`src/rtl/lsft_pkg.sv`:
```
// shared types and constants of the learning switch forwarding table
`default_nettype none

package lsft_pkg;

  localparam int unsigned AddrW    = 48;
  localparam int unsigned PortW    = 3;
  localparam int unsigned StaticN  = 3;
  localparam int unsigned MaskW    = 8;
  localparam int unsigned ApbAddrW = 6;
  localparam int unsigned ApbDataW = 64;
  localparam int unsigned InDataW  = 104;
  localparam int unsigned OutDataW = 16;

  // register index, taken from paddr[5:3]
  typedef enum logic [2:0] {
    REG_STATIC_ADDR_A = 3'd0,
    REG_STATIC_ADDR_B = 3'd1,
    REG_STATIC_ADDR_C = 3'd2,
    REG_STATIC_PORTS  = 3'd3,
    REG_STATIC_VALID  = 3'd4
  } reg_idx_e;

  typedef struct packed {
    logic [StaticN-1:0][AddrW-1:0] addr;
    logic [StaticN*PortW-1:0]      ports;
    logic [StaticN-1:0]            valid;
  } static_cfg_t;

  typedef struct packed {
    logic load;    // capture header, restart scan
    logic rd;      // read one learned entry
    logic finish;  // write table, present result
  } lsft_cmd_t;

  typedef struct packed {
    logic cnt_zero;  // learned table empty
    logic rd_last;   // current read is the last learned entry
    logic out_free;  // result register can take a new beat
  } lsft_stat_t;

endpackage

`default_nettype wire

```
`src/rtl/lsft_ctrl.sv`:
```
// sequencer: header accept, table scan, result write-back
`default_nettype none

module lsft_ctrl
  import lsft_pkg::*;
(
  input  wire logic       clk_i,
  input  wire logic       rst_ni,
  input  wire logic       in_valid_i,
  output logic            in_ready_o,
  input  wire lsft_stat_t stat_i,
  output lsft_cmd_t       cmd_o
);

  typedef enum logic [1:0] {
    ST_IDLE,
    ST_SCAN,
    ST_DRAIN,
    ST_FINISH
  } state_e;

  state_e state_q;
  logic   rdy_q;
  logic   accept;

  assign accept     = in_valid_i & rdy_q;
  assign in_ready_o = rdy_q;

  always_comb begin
    cmd_o = '0;
    case (state_q)
      ST_IDLE:   cmd_o.load   = accept;
      ST_SCAN:   cmd_o.rd     = 1'b1;
      ST_DRAIN:  cmd_o        = '0;
      ST_FINISH: cmd_o.finish = stat_i.out_free;
      default:   cmd_o        = '0;
    endcase
  end

  always_ff @(posedge clk_i or negedge rst_ni) begin
    if (!rst_ni) begin
      state_q <= ST_IDLE;
      rdy_q   <= 1'b1;
    end else begin
      case (state_q)
        ST_IDLE: begin
          if (accept) begin
            rdy_q   <= 1'b0;
            state_q <= stat_i.cnt_zero ? ST_FINISH : ST_SCAN;
          end
        end
        ST_SCAN: begin
          if (stat_i.rd_last) begin
            state_q <= ST_DRAIN;
          end
        end
        ST_DRAIN: begin
          state_q <= ST_FINISH;
        end
        ST_FINISH: begin
          if (stat_i.out_free) begin
            rdy_q   <= 1'b1;
            state_q <= ST_IDLE;
          end
        end
        default: begin
          rdy_q   <= 1'b1;
          state_q <= ST_IDLE;
        end
      endcase
    end
  end

endmodule

`default_nettype wire

```
`src/rtl/lsft_dpath.sv`:
```
// datapath: learned table memories, match tracking, result register
`default_nettype none

module lsft_dpath
  import lsft_pkg::*;
#(
  parameter int PORT_COUNT  = 8,
  parameter int TABLE_DEPTH = 64
) (
  input  wire logic              clk_i,
  input  wire logic              rst_ni,
  input  wire lsft_cmd_t         cmd_i,
  output lsft_stat_t             stat_o,
  input  wire static_cfg_t       cfg_i,
  input  wire logic [PortW-1:0]  in_port_i,
  input  wire logic [AddrW-1:0]  src_addr_i,
  input  wire logic [AddrW-1:0]  dst_addr_i,
  input  wire logic              out_ready_i,
  output logic                   out_valid_o,
  output logic [MaskW-1:0]       out_mask_o,
  output logic                   flooded_o,
  output logic                   learn_dropped_o
);

  localparam int IdxW = (TABLE_DEPTH > 1) ? $clog2(TABLE_DEPTH) : 1;
  localparam int CntW = $clog2(TABLE_DEPTH + 1);
  localparam logic [CntW-1:0] DepthC = CntW'(TABLE_DEPTH);

  logic [AddrW-1:0] addr_mem [TABLE_DEPTH];
  logic [PortW-1:0] port_mem [TABLE_DEPTH];

  logic [PortW-1:0] port_q;
  logic [AddrW-1:0] src_q, dst_q;
  logic [AddrW-1:0] rd_addr_q;
  logic [PortW-1:0] rd_port_q;

  logic [CntW-1:0]  cnt_q, rd_idx_q;
  logic             rvalid_q;
  logic [IdxW-1:0]  cmp_idx_q;
  logic             src_hit_q, dst_hit_q;
  logic [IdxW-1:0]  src_idx_q, dst_idx_q;
  logic [PortW-1:0] dst_port_q;

  logic             out_valid_q;
  logic [MaskW-1:0] out_mask_q;
  logic             flooded_q, dropped_q;

  logic             st_src_hit, st_dst_hit;
  logic [PortW-1:0] st_dst_port;
  logic             learn, room, upd, app, drop;
  logic             hit;
  logic [PortW-1:0] hit_port;
  logic [MaskW-1:0] all_mask, hit_mask, in_mask, mask;
  logic [IdxW-1:0]  wr_idx;
  logic             we_port, we_addr;

  assign stat_o.cnt_zero = (cnt_q == '0);
  assign stat_o.rd_last  = (rd_idx_q == cnt_q - CntW'(1));
  assign stat_o.out_free = ~out_valid_q | out_ready_i;

  // static entries, first valid match in order a, b, c
  always_comb begin
    st_src_hit  = 1'b0;
    st_dst_hit  = 1'b0;
    st_dst_port = '0;
    for (int k = StaticN - 1; k >= 0; k--) begin
      if (cfg_i.valid[k] && (cfg_i.addr[k] == src_q)) begin
        st_src_hit = 1'b1;
      end
      if (cfg_i.valid[k] && (cfg_i.addr[k] == dst_q)) begin
        st_dst_hit  = 1'b1;
        st_dst_port = cfg_i.ports[k*PortW +: PortW];
      end
    end
  end

  assign learn = ~st_src_hit;
  assign room  = (cnt_q < DepthC);
  assign upd   = learn & src_hit_q;
  assign app   = learn & ~src_hit_q & room;
  assign drop  = learn & ~src_hit_q & ~room;

  // destination resolved as seen after learning the source
  always_comb begin
    hit      = 1'b0;
    hit_port = '0;
    if (st_dst_hit) begin
      hit      = 1'b1;
      hit_port = st_dst_port;
    end else if (dst_hit_q) begin
      hit      = 1'b1;
      hit_port = (upd && (src_idx_q == dst_idx_q)) ? port_q : dst_port_q;
    end else if (app && (dst_q == src_q)) begin
      hit      = 1'b1;
      hit_port = port_q;
    end
  end

  always_comb begin
    for (int b = 0; b < MaskW; b++) begin
      all_mask[b] = (b < PORT_COUNT);
    end
    hit_mask = (int'(hit_port) < PORT_COUNT) ? (MaskW'(1) << hit_port) : '0;
    in_mask  = (int'(port_q) < PORT_COUNT) ? (MaskW'(1) << port_q) : '0;
    mask     = hit ? hit_mask : (all_mask & ~in_mask);
  end

  assign wr_idx  = upd ? src_idx_q : cnt_q[IdxW-1:0];
  assign we_port = cmd_i.finish & (upd | app);
  assign we_addr = cmd_i.finish & app;

  always_ff @(posedge clk_i) begin
    if (cmd_i.rd) begin
      rd_addr_q <= addr_mem[rd_idx_q[IdxW-1:0]];
    end
    if (we_addr) begin
      addr_mem[wr_idx] <= src_q;
    end
  end

  always_ff @(posedge clk_i) begin
    if (cmd_i.rd) begin
      rd_port_q <= port_mem[rd_idx_q[IdxW-1:0]];
    end
    if (we_port) begin
      port_mem[wr_idx] <= port_q;
    end
  end

  always_ff @(posedge clk_i) begin
    if (cmd_i.load) begin
      port_q <= in_port_i;
      src_q  <= src_addr_i;
      dst_q  <= dst_addr_i;
    end
    if (cmd_i.rd) begin
      cmp_idx_q <= rd_idx_q[IdxW-1:0];
    end
    if (cmd_i.finish) begin
      out_mask_q <= mask;
      flooded_q  <= ~hit;
      dropped_q  <= drop;
    end
  end

  always_ff @(posedge clk_i or negedge rst_ni) begin
    if (!rst_ni) begin
      cnt_q       <= '0;
      rd_idx_q    <= '0;
      rvalid_q    <= 1'b0;
      src_hit_q   <= 1'b0;
      src_idx_q   <= '0;
      dst_hit_q   <= 1'b0;
      dst_idx_q   <= '0;
      dst_port_q  <= '0;
      out_valid_q <= 1'b0;
    end else begin
      rvalid_q <= cmd_i.rd;
      if (cmd_i.load) begin
        rd_idx_q  <= '0;
        src_hit_q <= 1'b0;
        dst_hit_q <= 1'b0;
      end else if (cmd_i.rd) begin
        rd_idx_q <= rd_idx_q + CntW'(1);
      end
      // keep only the first match for each address
      if (rvalid_q) begin
        if (!src_hit_q && (rd_addr_q == src_q)) begin
          src_hit_q <= 1'b1;
          src_idx_q <= cmp_idx_q;
        end
        if (!dst_hit_q && (rd_addr_q == dst_q)) begin
          dst_hit_q  <= 1'b1;
          dst_idx_q  <= cmp_idx_q;
          dst_port_q <= rd_port_q;
        end
      end
      if (cmd_i.finish && app) begin
        cnt_q <= cnt_q + CntW'(1);
      end
      if (cmd_i.finish) begin
        out_valid_q <= 1'b1;
      end else if (out_ready_i) begin
        out_valid_q <= 1'b0;
      end
    end
  end

  assign out_valid_o     = out_valid_q;
  assign out_mask_o      = out_mask_q;
  assign flooded_o       = flooded_q;
  assign learn_dropped_o = dropped_q;

  a_cnt_bound: assert property (@(posedge clk_i) disable iff (!rst_ni)
    cnt_q <= DepthC)
    else $error("learned count beyond table depth");

  a_cnt_step: assert property (@(posedge clk_i) disable iff (!rst_ni)
    (cnt_q != $past(cnt_q)) |-> (cnt_q == CntW'($past(cnt_q) + CntW'(1))))
    else $error("learned count moved by more than one");

  a_finish_free: assert property (@(posedge clk_i) disable iff (!rst_ni)
    cmd_i.finish |-> (!out_valid_q || out_ready_i))
    else $error("result overwritten before taken");

  a_load_quiet: assert property (@(posedge clk_i) disable iff (!rst_ni)
    cmd_i.load |-> (!rvalid_q && !cmd_i.rd))
    else $error("header loaded during a scan");

endmodule

`default_nettype wire

```
`src/rtl/learning_switch_forward_table_core.sv`:
```
// top level of the learning switch forwarding table: apb registers, sequencer, datapath
//
// channel    dir  handshake                 payload
// s_axis     in   s_axis_tvalid/tready      tdata: in_port, src_addr, dst_addr
// m_axis     out  m_axis_tvalid/tready      tdata: out_mask, flooded, learn_dropped
// apb        in   psel/penable/pwrite       static_addr_a/b/c, static_ports, static_valid
//
// from accept to result a header runs through the scan of the learned table,
// one entry per memory read, then drain and write-back; an empty table skips the scan
// reset clears the learned count, the config registers and the handshake state; the
// table memory itself is not cleared, only entries below the count are ever read
// a result waits in the output register while the next header is taken and scanned;
// a stalled m_axis only holds the block at write-back

`default_nettype none

module learning_switch_forward_table_core
  import lsft_pkg::*;
#(
  parameter int PORT_COUNT  = 8,
  parameter int TABLE_DEPTH = 64
) (
  input  wire logic                clk_i,
  input  wire logic                rst_ni,
  // header beat
  input  wire logic                s_axis_tvalid,
  output logic                     s_axis_tready,
  // [2:0] in_port, [50:3] src_addr, [98:51] dst_addr, rest zero
  input  wire logic [InDataW-1:0]  s_axis_tdata,
  // result beat
  output logic                     m_axis_tvalid,
  input  wire logic                m_axis_tready,
  // [7:0] out_mask, [8] flooded, [9] learn_dropped, rest zero
  output logic [OutDataW-1:0]      m_axis_tdata,
  // register port
  input  wire logic                psel,
  input  wire logic                penable,
  input  wire logic                pwrite,
  input  wire logic [ApbAddrW-1:0] paddr,
  input  wire logic [ApbDataW-1:0] pwdata,
  output logic [ApbDataW-1:0]      prdata,
  output logic                     pready
);

  static_cfg_t      cfg_q;
  reg_idx_e         reg_idx;
  logic             cfg_wr;
  lsft_cmd_t        cmd;
  lsft_stat_t       stat;
  logic [MaskW-1:0] out_mask;
  logic             flooded, learn_dropped;

  assign pready  = 1'b1;
  assign reg_idx = reg_idx_e'(paddr[5:3]);
  assign cfg_wr  = psel & penable & pwrite;

  // static entry registers
  always_ff @(posedge clk_i or negedge rst_ni) begin
    if (!rst_ni) begin
      cfg_q <= '0;
    end else if (cfg_wr) begin
      case (reg_idx)
        REG_STATIC_ADDR_A: cfg_q.addr[0] <= pwdata[AddrW-1:0];
        REG_STATIC_ADDR_B: cfg_q.addr[1] <= pwdata[AddrW-1:0];
        REG_STATIC_ADDR_C: cfg_q.addr[2] <= pwdata[AddrW-1:0];
        REG_STATIC_PORTS:  cfg_q.ports   <= pwdata[StaticN*PortW-1:0];
        REG_STATIC_VALID:  cfg_q.valid   <= pwdata[StaticN-1:0];
        default: ;  // addresses past the register list are ignored
      endcase
    end
  end

  // read back
  always_comb begin
    case (reg_idx)
      REG_STATIC_ADDR_A: prdata = ApbDataW'(cfg_q.addr[0]);
      REG_STATIC_ADDR_B: prdata = ApbDataW'(cfg_q.addr[1]);
      REG_STATIC_ADDR_C: prdata = ApbDataW'(cfg_q.addr[2]);
      REG_STATIC_PORTS:  prdata = ApbDataW'(cfg_q.ports);
      REG_STATIC_VALID:  prdata = ApbDataW'(cfg_q.valid);
      default:           prdata = '0;
    endcase
  end

  lsft_ctrl u_ctrl (
    .clk_i      (clk_i),
    .rst_ni     (rst_ni),
    .in_valid_i (s_axis_tvalid),
    .in_ready_o (s_axis_tready),
    .stat_i     (stat),
    .cmd_o      (cmd)
  );

  lsft_dpath #(
    .PORT_COUNT  (PORT_COUNT),
    .TABLE_DEPTH (TABLE_DEPTH)
  ) u_dpath (
    .clk_i           (clk_i),
    .rst_ni          (rst_ni),
    .cmd_i           (cmd),
    .stat_o          (stat),
    .cfg_i           (cfg_q),
    .in_port_i       (s_axis_tdata[2:0]),
    .src_addr_i      (s_axis_tdata[50:3]),
    .dst_addr_i      (s_axis_tdata[98:51]),
    .out_ready_i     (m_axis_tready),
    .out_valid_o     (m_axis_tvalid),
    .out_mask_o      (out_mask),
    .flooded_o       (flooded),
    .learn_dropped_o (learn_dropped)
  );

  assign m_axis_tdata = {6'd0, learn_dropped, flooded, out_mask};

endmodule

`default_nettype wire

```
`config.mk`:
```
export PLATFORM = sky130hd
export DESIGN_NAME = learning_switch_forward_table_core
export DESIGN_NICKNAME = d
export VERILOG_FILES = /design/src/rtl/lsft_pkg.sv /design/src/rtl/lsft_ctrl.sv /design/src/rtl/lsft_dpath.sv /design/src/rtl/learning_switch_forward_table_core.sv
export SDC_FILE = /design/constraint.sdc
export NUM_CORES = 2
export LEC_CHECK = 0
export BUFFER_PORTS_ARGS = -buffer_cell sky130_fd_sc_hd__buf_4
export CORE_UTILIZATION = 45
export DETAILED_ROUTE_END_ITERATION = 7
export PLACE_DENSITY = 0.66
export SYNTH_ARGS = -nofsm -noshare
export SYNTH_HDL_FRONTEND = slang
export SYNTH_SLANG_ARGS = --single-unit
```
`constraint.sdc`:
```
create_clock -name clk_i -period 6.45 [get_ports clk_i]
set_clock_uncertainty 0.1 [all_clocks]
set_input_delay 0.645 -clock clk_i [delete_from_list [all_inputs] [get_ports clk_i]]
set_output_delay 0.645 -clock clk_i [all_outputs]
set_load 0.01 [all_outputs]
```
# After elaboration in Yosys (flattened, before gate mapping)
# Memory sizes are Yosys's and may differ from the RTL's. A register that Yosys moved wholly into a read port is not among the register bits.
# Cells that the tools add are included.
# word_totals
register_bits,307
mem_bits_rw,3264
in_bits,181
out_inout_bits,83
elab_cells,141
mem_count,2
# mem_list
name,words,word_bits,read_ports,rd_ports_with_merged_regs,write_ports,line_no,text
u_dpath.addr_mem,64,48,1,1,1,lsft_dpath.sv:29,logic [AddrW-1:0] addr_mem [TABLE_DEPTH];
u_dpath.port_mem,64,3,1,1,1,lsft_dpath.sv:30,logic [PortW-1:0] port_mem [TABLE_DEPTH];
# op_classes
add_sub_neg,3
order_cmp,1
n_eq_ne,21
shifts,2
muxes,44
bitwise_logic,17
n_reduce_logical,28
# op_table
op,count
$eq 48x48->1,9
$pmux 48 s5,1
$mux 1,26
$mux 3,7
$shl 1x3->8 const A,2
$add 7x1->7 const B,2
$mux 7,2
$reduce_and 2->1,7
$logic_and 1x1->1,11
$and 1x1->1,9
$mux 2,4
$mux 8,1
$not 8->8,1
$pmux 2 s4,1
$eq 7x7->1,1
$logic_not 7->1,1
$lt 7x7->1 const B,1
$sub 7x1->7 const B,1
$eq 3x2->1 const B,2
$eq 6x6->1,1
$mux 6,1
$reduce_and 3->1,2
$reduce_bool 2->1,3
$not 1->1,5
11 further kinds,15

# Longest topological paths before layout
# depth
word_depth,14
mapped_depth,12
depth_no_buf,9

# Modules after synthesis
# From an unflattened synthesis, not the netlist that was laid out.
# hier_totals
hier_cells,6483
hier_area_um2,144402.2
# by_module_without_submodules
module,instances,cells_each,area_each_um2,seq_area_each_um2
lsft_dpath,1,5888,136522.2,103824.6
learning_switch_forward_table_core,1,570,7601.0,3903.7
lsft_ctrl,1,25,279.0,76.3

# Worst setup path after synthesis
# Ideal clock, no wire load.
# synth_timing
path_type,register to register
start,register u_dpath.src_q[12]
end,"memory u_dpath.addr_mem[6][0], enable pin"
setup_time_ps,454
arrival_time_ps,5272
t_required_ps,5896
setup_slack_ps,624
path_stages_with_launch,12
path_buffers,3
period_less_slack_ps,5826
path_cell_list,edfxtp_1 > buf_2 > xor2_1 > nor4_1 > nand4_1 > or4_4 > nand4_4 > buf_12 > a41oi_4 > nand2b_1 > buf_4 > nor2_1
# synth_between
elab_chain_len,11
word_cells_on_any_way,17
classes_between,eq/ne: 3; mux: 6; bitwise: 5; reduce/logical: 3
# synth_lines
item,line_no,text
start: declaration,lsft_dpath.sv:33,"logic [AddrW-1:0] src_q, dst_q;"
start signal: assignment,lsft_dpath.sv:133,src_q <= src_addr_i;
$eq 48x48->1,lsft_dpath.sv:67,if (cfg_i.valid[k] && (cfg_i.addr[k] == src_q)) begin
$logic_and 1x1->1,lsft_dpath.sv:67,
$mux 1 (2 in a row),lsft_dpath.sv:67,
$mux 1 (*),lsft_dpath.sv:67,
$not 1->1 (*),lsft_dpath.sv:77,assign learn = ~st_src_hit;
$and 1x1->1 (2 in a row),lsft_dpath.sv:80,assign app = learn & ~src_hit_q & room;
$and 1x1->1,lsft_dpath.sv:110,assign we_addr = cmd_i.finish & app;
$mux 1,lsft_dpath.sv:116,if (we_addr) begin
$mux 1 (implied by the code),lsft_dpath.sv:117,addr_mem[wr_idx] <= src_q;
end: declaration,lsft_dpath.sv:29,
# Mark *: on every way between the ends. The rest lies on a longest branch, timed or not.

# Final worst setup path
# layout_timing
start,register u_dpath.src_q[13]
end,"memory u_dpath.addr_mem[57][28], enable pin"
# Same word-level chain as after synthesis.

==> results.json <==
{
  "hp-class": "in2reg",
  "synth_top_cell_by_area": "edfxtp_1",
  "clk_path_buf_depth": 4,
  "synthFlopType": "edfxtp_1",
  "syn_area_per_cell_um2": 22.2,
  "p_sw_w": 0.0199,
  "worst_slew_pin_slew_ns": 1.23,
  "fmax_mhz": 188,
  "r2r_setup_slack_ns": 1.12,
  "post_dp_cell_area_um2": 153000,
  "synthTopCellsByArea": "edfxtp_1 (72%), mux4_2 (17%), dfrtp_1 (3.3%), xor2_1 (1.3%), mux2_2 (1.3%)",
  "fin_tns_setup_ns": 0,
  "drtIter0Drc": 9138,
  "initial_core_util": 0.453,
  "rows": 207,
  "hold_viol_final": 0,
  "synthArstFlopShare": 0.0530,
  "status": "finished with violations",
  "cts.clk_slew.worst_paths_ns": 0.06,
  "gp_congestion": 1.00,
  "seqPwrFrac": 0.421,
  "grt_remaining_overflow": 0,
  "syn_area_um2": 144000,
  "p_clk_frac": 0.311,
  "pwr-share-comb": 0.269,
  "rsz0062_at_grt": "false",
  "synth_top_area_share": 0.715,
  "clock-sinks": 3622,
  "grt_pass1_vias": 70800,
  "arrival_ns": 5.77,
  "cts-resized-gates": 0,
  "total_leakage_power_nw": 52.8,
  "violations": "antenna rules",
  "yosys_warnings": 0,
  "cts_max_level": 5,
  "seq_area_frac_synth": 0.749,
  "drv_cap": 0,
  "wl_per_cell_um": 34.2,
  "end_kind": "flip-flop",
  "grt_pass1_wl_um": 552000,
  "crit_path_max_fanout": 48,
  "hpwl_um": 236000,
  "crit_type": "reg2reg",
  "ir_worst_vdd_uv": 439,
  "numCtsBuffers": 361,
  "die_h_um": 568,
  "grt_usage": 0.243,
  "antenna_found_initial": 32,
  "vias_per_cell": 6.13,
  "yosysMostFrequentCell": "edfxtp_1",
  "portBuffers": 216,
  "antenna_left": 1,
  "syn2layout_area_growth_pct": 15.1,
  "synth_cell_types": 74,
  "netSwitchingFraction": 0.297,
  "final_net_count": 7269,
  "period_minus_slack_ns": 5.33,
  "critPathLaunchType": "flip-flop",
  "syn_inst": 6497,
  "synth-edff-count": 3430,
  "ctsRootBufferMaster": "clkbuf_16",
  "intPower_w": 0.0471,
  "pin_count": 264,
  "first_pass_iters": 5,
  "dr_total_vias": 71000,
  "drc_errors": 0,
  "slew-limit-headroom": 0.179,
  "drt_wl_total_um": 396000,
  "netlist_top_cells_count": "edfxtp_1 (3430), mux4_2 (1077), clkbuf_1 (241), nor2_1 (229), xor2_1 (221)",
  "dieWidth_um": 568,
  "core_um2": 318000,
  "period_share": 0.826,
  "ff2ff_path_depth": 9,
  "grt_max_degree": 105,
  "die-area_um2": 322000,
  "post-route-cell-area_um2": 166000,
  "cp.required_ns": 6.89,
  "cts_tree": "done",
  "hold_depth": 5,
  "synth-seq-cells": 3622,
  "final-setup-viol-count": 0,
  "layout-drive-gt1-share": 0.318,
  "finalMaxSlewViolations": 0,
  "power_density_nw_per_um2": 404,
  "insertion_delay_ns": 0.94
}
-- per-stage QoR --
stage / instances / power, W / utilization / hold slack, ns / setup slack, ns
4_1_cts: 11600 / 0.0674 / 0.521 / 0.0133 / 1.15
2_1_floorplan: 6518 / 0.0397 / - / 0.249 / 0.624
3_3_place_gp: 10700 / 0.0465 / 0.480 / 0.339 / 1.28
3_5_place_dp: 10700 / 0.0466 / 0.480 / 0.354 / 1.17
6_report: 11600 / 0.0670 / 0.521 / 0.0791 / 1.12
5_1_grt: 11600 / 0.0691 / 0.521 / 0.112 / 0.999
-- flip-flops by register name, summed over array words and instances (netlist names), 2 cells and up --
name and cells:
u_dpath.dst_idx_q 6, u_dpath.rd_port_q 3, u_dpath.rd_addr_q 48, u_dpath.cmp_idx_q 6, u_dpath.dst_port_q 3, u_dpath.src_idx_q 6, u_dpath.rd_idx_q 7, u_dpath.port_q 3
cfg_q 156, u_dpath.addr_mem 3072, u_dpath.dst_q 48, u_dpath.src_q 48, u_dpath.cnt_q 7, u_dpath.out_mask_o 8, u_ctrl.state_q 2, u_dpath.port_mem 192
-- cell families after synthesis --
logic type,Yosys count,share of synthesized area
AO/OA/AOI/OAI,161,0.00844
XOR/XNOR,406,0.0247
adder cells (fa/ha/maj),8,0.000695
buffers and inverters,485,0.0142
flip-flops,3622,0.749
multiplexers,1294,0.185
other,2,0.0000522
AND/OR/NAND/NOR,519,0.0179
-- layout make-up --
| type | instances | area [um^2] |
|---|---|---|
| Fill cell | 24200 | 152000 |
| Timing Repair Buffer | 624 | 6030 |
| Clock inverter | 212 | 2180 |
| Antenna cell | 15 | 37.5 |
| Inverter | 60 | 228 |
| Clock buffer | 446 | 9490 |
| Multi-Input combinational cell | 2411 | 34700 |
| Sequential cell | 3622 | 108000 |
| Tap cell | 4180 | 5230 |
-- final timing paths --
| kind | startpoint | end |
|---|---|---|
| max | u_dpath.src_q[13]$_DFFE_PP_ | u_dpath.addr_mem[57][28]$_DFFE_PP_ |
| min | s_axis_tvalid | u_ctrl.in_ready_o$_DFFE_PN1P_ |
| max reg2reg | u_dpath.src_q[13]$_DFFE_PP_ | u_dpath.addr_mem[57][28]$_DFFE_PP_ |
| min reg2reg | u_dpath.rd_port_q[1]$_DFFE_PP_ | u_dpath.dst_port_q[1]$_DFFE_PN0P_ |
| max in group asynchronous | rst_ni | u_dpath.rd_idx_q[2]$_DFFE_PN0P_ |
| min in group asynchronous | rst_ni | cfg_q[111]$_DFFE_PN0P_ |
-- power by group through the flow --
stage	sequential (W)	clock, W	combinational [W]
after CTS	0.0282	0.0211	0.0181
after global routing	0.0282	0.0220	0.0189
after floorplan	0.0278	0	0.0119
after global placement	0.0286	0	0.0179
final	0.0282	0.0208	0.0180
after detailed placement	0.0286	0	0.0180
-- layout by cell type (no fill, tap or decap), drive strengths merged, types with 6 or more instances in the layout --
cell type and instances:
edfxtp 3430, mux4 1077, buf 474, clkbuf 447
nor2 231, xor2 221, dfrtp 191, xnor2 185
mux2 167, clkinv 167, dlygate4sd3 149, nor4 65
inv 63, nand4 57, mux2i 50, nand2 47
a21oi 45, o21ai 37, bufinv 34, nor2b 29
conb 23, nand3 21, nand2b 18, nor3 18
diode 15, o22ai 12, clkinvlp 8, ha 8
a41oi 7, o31ai 7, a22oi 6, o221ai 6
o2111ai 6, nor3b 6
-- worst max-delay path, stage by stage (launching register included) --
cell and delay [ns]:
edfxtp_1 0.79, xor2_1 0.23, nor4_1 0.45, nand4_1 0.22
or4_4 0.62, nand4_4 0.34, a41oi_4 0.38, nand2b_1 0.61
nor2_4 0.20, buf_4 0.86
-- what timing repair did --
item,in CTS,in global routing
hold buffers,149,0
buffers inserted,0,0
hold endpoints to repair,358,0
-- layer usage --
metal / routed length, um / GRT usage / vias up
met4: 14000 / 0.0821 / 2
met2: 187000 / 0.382 / 3750
met5: 12 / 0 / -
li1: - / - / 28200
met1: 158000 / 0.345 / 38400
met3: 36000 / 0.0468 / 602
Power figures use the tool's default switching activity.
